===== src/ptsg_pkg.sv =====
// ----------------------------------------------------------------------------
// ptsg_pkg
// Shared types and constants for the path target safety gate.
// ----------------------------------------------------------------------------
package ptsg_pkg;

    // Fixed field widths
    localparam int MINPT_W  = 7;
    localparam int CFG_W    = 24;
    localparam int AGE_W    = 24;
    localparam int SQ_W     = 50;
    localparam int STATUS_W = 3;
    localparam int PCOUNT_W = 7;
    localparam int PADDR_W  = 4;
    localparam int PDATA_W  = 32;

    localparam logic [SQ_W-1:0]  SQ_MAX  = {SQ_W{1'b1}};
    localparam logic [AGE_W-1:0] AGE_MAX = {AGE_W{1'b1}};

    // Register reset values
    localparam logic [MINPT_W-1:0] MIN_POINTS_RST = 7'd3;
    localparam logic [CFG_W-1:0]   MAX_OFFPATH_RST = 24'd2000;
    localparam logic [CFG_W-1:0]   MAX_JUMP_RST    = 24'd25000;
    localparam logic [CFG_W-1:0]   MAX_AGE_RST     = 24'd3000;

    // Register map (word index)
    typedef enum logic [1:0] {
        REG_MIN_POINTS  = 2'd0,
        REG_MAX_OFFPATH = 2'd1,
        REG_MAX_JUMP    = 2'd2,
        REG_MAX_AGE     = 2'd3
    } reg_idx_t;

    // Input item kinds
    typedef enum logic [1:0] {
        ACT_PATH   = 2'd0,
        ACT_TARGET = 2'd1,
        ACT_TICK   = 2'd2,
        ACT_EVAL   = 2'd3
    } action_t;

    // Evaluation status codes
    typedef enum logic [STATUS_W-1:0] {
        STS_WAITING = 3'd0,
        STS_SHORT   = 3'd1,
        STS_STALE   = 3'd2,
        STS_OFFPATH = 3'd3,
        STS_JUMP    = 3'd4,
        STS_READY   = 3'd5
    } status_t;

    // Tag carried alongside a distance through the pipeline
    typedef struct packed {
        logic vld;
        logic jump;
    } sq_tag_t;

endpackage


===== src/ptsg_sq_dist.sv =====
// ----------------------------------------------------------------------------
// ptsg_sq_dist
// Three-stage squared distance pipeline: |a-b| per axis, squares, saturated sum.
// ----------------------------------------------------------------------------
module ptsg_sq_dist
    import ptsg_pkg::*;
#(
    parameter int COORD_BITS = 24
) (
    input  logic                    aclk,
    input  logic                    aresetn,
    input  sq_tag_t                 in_tag,
    input  logic [3*COORD_BITS-1:0] in_a,
    input  logic [3*COORD_BITS-1:0] in_b,
    output sq_tag_t                 out_tag,
    output logic [SQ_W-1:0]         out_dist,
    output logic                    busy
);

    localparam int MAG_W = COORD_BITS + 1;
    localparam int SQR_W = 2 * MAG_W;
    localparam int SUM_W = SQR_W + 2;
    localparam int EXT_W = (SUM_W > SQ_W) ? SUM_W : SQ_W + 1;

    logic signed [MAG_W-1:0] diff [3];
    logic [MAG_W-1:0]        mag [3];
    logic [MAG_W-1:0]        mag_reg [3];
    logic [SQR_W-1:0]        sq_reg [3];
    logic [SUM_W-1:0]        sum;
    logic [EXT_W-1:0]        sum_ext;
    logic [SQ_W-1:0]         dist_reg;
    sq_tag_t                 tag1_reg, tag2_reg, tag3_reg;

    // Stage 1: per-axis magnitude of the difference
    always_comb begin
        for (int k = 0; k < 3; k++) begin
            diff[k] = $signed({in_b[k*COORD_BITS + COORD_BITS-1],
                               in_b[k*COORD_BITS +: COORD_BITS]})
                    - $signed({in_a[k*COORD_BITS + COORD_BITS-1],
                               in_a[k*COORD_BITS +: COORD_BITS]});
            mag[k]  = diff[k][MAG_W-1] ? MAG_W'(-diff[k]) : MAG_W'(diff[k]);
        end
    end

    // Stage 3 sum with saturation
    always_comb begin
        sum     = SUM_W'(sq_reg[0]) + SUM_W'(sq_reg[1]) + SUM_W'(sq_reg[2]);
        sum_ext = EXT_W'(sum);
    end

    // Data path registers
    always_ff @(posedge aclk) begin
        for (int k = 0; k < 3; k++) begin
            mag_reg[k] <= mag[k];
            sq_reg[k]  <= mag_reg[k] * mag_reg[k];
        end
        dist_reg <= (sum_ext > EXT_W'(SQ_MAX)) ? SQ_MAX : sum_ext[SQ_W-1:0];
    end

    // Tag pipeline
    always_ff @(posedge aclk) begin
        if (!aresetn) begin
            tag1_reg <= '0;
            tag2_reg <= '0;
            tag3_reg <= '0;
        end else begin
            tag1_reg <= in_tag;
            tag2_reg <= tag1_reg;
            tag3_reg <= tag2_reg;
        end
    end

    assign out_tag  = tag3_reg;
    assign out_dist = dist_reg;
    assign busy     = tag1_reg.vld | tag2_reg.vld | tag3_reg.vld;

endmodule

===== config.mk =====
export PLATFORM = sky130hd
export DESIGN_NAME = ptsg_sq_dist
export DESIGN_NICKNAME = d
export VERILOG_FILES = /design/src/ptsg_pkg.sv /design/src/ptsg_sq_dist.sv
export SDC_FILE = /design/constraint.sdc
export NUM_CORES = 2
export LEC_CHECK = 0
export ABC_AREA = 1
export BUFFER_PORTS_ARGS = -buffer_cell sky130_fd_sc_hd__clkbuf_2
export CAP_MARGIN = 20
export CELL_PAD_IN_SITES_DETAIL_PLACEMENT = 1
export CELL_PAD_IN_SITES_GLOBAL_PLACEMENT = 1
export CORE_ASPECT_RATIO = 1.2
export CORE_MARGIN = 1
export CORE_UTILIZATION = 45
export CTS_CLUSTER_SIZE = 10
export DETAILED_ROUTE_END_ITERATION = 12
export MAX_ROUTING_LAYER = met4
export PLACE_DENSITY_LB_ADDON = 0.1
export SLEW_MARGIN = 25
export SYNTH_ARGS = -nofsm -noshare
export SYNTH_HDL_FRONTEND = slang
export SYNTH_SLANG_ARGS = --single-unit
export TNS_END_PERCENT = 20

===== constraint.sdc =====
create_clock -name aclk -period 6.2 [get_ports aclk]
set_input_delay 1.24 -clock aclk [delete_from_list [all_inputs] [get_ports aclk]]
set_output_delay 1.24 -clock aclk [all_outputs]
set_load 0.005 [all_outputs]

* Yosys cells after proc, flatten, opt, wreduce, memory -nomap -nowiden *
Memories as Yosys holds them, arrays and structs flattened.
Cells that the tools add are included.

operators by class
  mux-type cells = 3
  add/subtract/negate cells = 8
  $mul = 3
  magnitude comparators = 1
  bitwise logic cells = 2

operator list
  cell                    count
  $mul A25 B25 Y50        3
  $mux W25                3
  $neg A25 Y25            3
  $sub A24 B24 Y25        3
  $add A51 B50 Y52        1
  $gt A52 B50 Y1 const B  1
  $add A50 B50 Y51        1
  $or A1 B1 Y1            2

storage, ports and cells
  memories kept = 2
  output and inout port bits = 53
  input bits = 148
  register bits = 56
  memory bits (writable) = 225
  logic and storage cells = 26

memory list
  memory   depth  width  read ports  clocked after Yosys merged registers in  write ports  RTL line            RTL
  sq_reg   3      50     3           0                                        3            ptsg_sq_dist.sv:28  logic [SQR_W-1:0] sq_reg [3];
  mag_reg  3      25     3           0                                        3            ptsg_sq_dist.sv:27  logic [MAG_W-1:0] mag_reg [3];

* Logic depth before layout (Yosys ltp) *
  word-level depth = 3
  depth in mapped cells = 31
  depth with buffers taken out = 29

* Worst setup path before layout *
No wires, ideal clock.

  path type = reg-to-reg
  start = memory mag_reg[0][3] in the netlist's numbering
  end = memory sq_reg[0][42] in the netlist's numbering
  arrival = 6.170 ns
  clock period less this slack = 6.293 ns
  buffers on the path = 2
  stages on the path, launching flop included = 28
  setup slack = -0.093 ns
  cell sequence = dfxtp_1 clkbuf_1 clkbuf_1 nand2_1 fa_1 inv_1 fa_1 inv_1 fa_1 inv_1 fa_1 inv_1 fa_1 inv_1 fa_1 inv_1 fa_1 inv_1 ha_1 a21oi_1 o21ai_0 a21oi_1 nand3_1 nand2_1 nand2_1 a21oi_1 o21bai_1 xor2_1

RTL lines
  element          RTL line
  start, declared  ptsg_sq_dist.sv:27
  end, declared    ptsg_sq_dist.sv:28

==> metrics.cfg <==
[status]
status = complete, but fails checks
violations = negative setup slack

[worst_setup_path]
arrival_ps = 6920
critical_path.endpoint_type = flop
worst_path_most_repeated_cell = fa_1
crit_type = flop to flop
crit_path_start_kind = flop
critPathMaxFanout = 6
critical-path-max-stage-delay_ps = 550
worst_path_max_delay_cell = fa_1
required_arrival_time_at_the_worst_endpoint_ps = 6710

[clocking]
cts.sinks = 278
insertion_delay_ps = 640
root_buffer = clkbuf_16
clk_path_buf_depth = 3
clkSlewWorstSetupHoldPaths_ps = 60
cts_tree = yes
cts_htree_levels = 2
post_cts_hold_buffer_count = 0
number_of_buffers_added_by_the_clock_tree_synthesis_step = 41

[sta]
finalCriticalPeriod_ps = 6405
final.period_utilization_pct = 103.3
maxSlewViolCount = 0
report.final.setup_viol = 41
grt_setup_unrepaired = yes
clock_skew_ps = 25.73
setup_tns_final_ps = -2595
worst_slack_ps = -205.2
slew_headroom_pct = 49.06
fmaxAchievable_ghz = 0.1561
transition_time_of_the_tightest_slew_check_pin_ps = 758.7
final_hold_viol_count = 0

[synthesis]
netlist_top_cells_area = fa_1 40%, inv_1 15%, ha_1 12%, nand2_1 9.4%, dfxtp_1 7.7%
synthArstFlopShare_pct = 0
synth_area_um2 = 71980
yosys_register_bits = 278
dominantRegCellSynth = dfxtp_1
synthesis.yosys.warnings = 0
yosys.area.top_type_share_pct = 40.35
synthesis.area_per_instance_um2 = 7.866
synth.lib_cells_used.distinct = 56
count_of_flip_flops_with_a_built_in_enable_after_synthesis = 0
netlist_instances = 9151
synth-seq-area-share_pct = 7.732
synth.largest_area_cell = fa_1

[place]
hpwlAfterDp_um = 203600
gp_congestion = 0.9315
placed_cells = 12181
portBuffers = 200

[floorplan]
io-pin-count = 201
die_area_um2 = 161600
core_um2 = 158600
die_y_um = 440.1
dieWidth_um = 367.1
initial_core_util_pct = 45.40
floorplan.rows = 160

[route]
dr_iter_0_viols = 2519
drcViolationCount = 0
viasPerCell = 4.954
route.vias.total = 61260
detail-route-antenna-nets = 0
average_wire_length_per_cell_after_detail_routing_um = 19.29
drt_wl_total_um = 238500
drt_pre_antenna_iters = 5

[grt]
global_route_wire_length_before_repair_um = 371900
grt_start_max_net_pins = 51
grt_pass1_vias = 70243
antenna_found_initial = 3
grt_use_total_pct = 30.27
gr-total-overflow = 0

[worst_hold_path]
hold_crit_class = flop to flop

[job]
timing.max_cap.violations = 0

[layout]
drive_above_1_share_pct = 19.92
final_util_pct = 56.03
ff_latch_area_um2 = 5719
final_cell_mix = 2766 x inv_1, 1668 x nand2_1, 1392 x fa_1
layoutNonFillerInstCount = 12365
num-fill-cells = 19349
layout-area-overhead-vs-synth_pct = 23.42
finish.net_count = 12511
largest_register_ffs = 147
multi_input_comb_area_um2 = 57890
final_common_cell = inv_1

synthesized netlist by cell type, types with 9 or more instances:
| cell type | instances |
|---|---|
| dfxtp_1 | 278 |
| ha_1 | 682 |
| a31oi_1 | 32 |
| xor2_1 | 176 |
| nor3_1 | 49 |
| nand3b_1 | 16 |
| a21boi_0 | 15 |
| clkbuf_1 | 213 |
| a21o_1 | 30 |
| nand3_1 | 242 |
| fa_1 | 1451 |
| inv_1 | 2856 |
| nand2_2 | 9 |
| nor4_1 | 17 |
| o21bai_1 | 29 |
| o21ai_0 | 196 |
| a21oi_1 | 335 |
| o21a_1 | 17 |
| nand2_1 | 1802 |
| nand4_1 | 55 |
| nor2_1 | 455 |
| xnor2_1 | 103 |
area by class of cell:
| type | count | share of cell area [%] |
|---|---|---|
| Multi-Input combinational cell | 5788 | 65.16 |
| Inverter | 2860 | 12.08 |
| Timing Repair Buffer | 1261 | 11.86 |
| Sequential cell | 278 | 6.438 |
| Tap cell | 2106 | 2.966 |
| Clock buffer | 50 | 1.239 |
| Clock inverter | 18 | 0.2422 |
| Antenna cell | 4 | 0.01127 |
cell families (layout without fill, tap and decap cells):
family                   Yosys count  count (layout)  synth area share [%]
AO/OA/AOI/OAI                    686             686                 5.314
XOR/XNOR                         282             282                 3.478
AND/OR/NAND/NOR                 2684            2684                 15.08
other                              2               7               0.01043
buffers and inverters           3086            4189                 16.18
adder cells (fa/ha/maj)         2133            2133                 52.21
flip-flops                       278             278                 7.732
stage by stage:
step	hold WS (ps)	area, µm²	worst slack, ps
after floorplan	329.0	71990	-9.136
after global placement	408.9	82680	-984.8
after CTS	417.1	86420	-99.41
final	413.2	88840	-205.2
after detailed placement	401.6	82680	-1010
after global routing	446.6	88830	-358.1
critical path, delay by kind of cell, from the launching register on:
kind / cells / cell delay (ps)
adders and majority gates: 8 / 3850
buffers and inverters: 11 / 900
AOI/OAI and AO/OA: 5 / 740
DFF: 1 / 390
and+or+nand+nor: 3 / 260
xor gates and xnor gates: 1 / 130
layer usage:
metal	global-route usage, %	vias up	share of wire, %
met2	55.42	927	53
met4	9.066	0	3.6
met5	-	-	0
met3	1.895	429	2.6
met1	35.47	31306	41
li1	-	28598	-
path summary, 6_finish.rpt:
check	from	end	slack, ps	cells past startpoint
worst min register to register	tag2_reg[0]	out_tag[0]	410	2
worst min-delay path	tag2_reg[0]	out_tag[0]	410	2
worst max register to register	mag_reg[0][38]	sq_reg[0][94]	-210	28
worst max-delay path	mag_reg[0][38]	sq_reg[0][94]	-210	28
timing repair:
item,4_1_cts,5_1_grt
setup endpoints to repair,97,92
pin swaps,141,209
gates resized for setup,495,523
buffers inserted,62,49
gates cloned,2,7
Power is left out: the tool's default activity adds up to more than one toggle a clock period on the data nets, which glitch-free logic cannot reach.
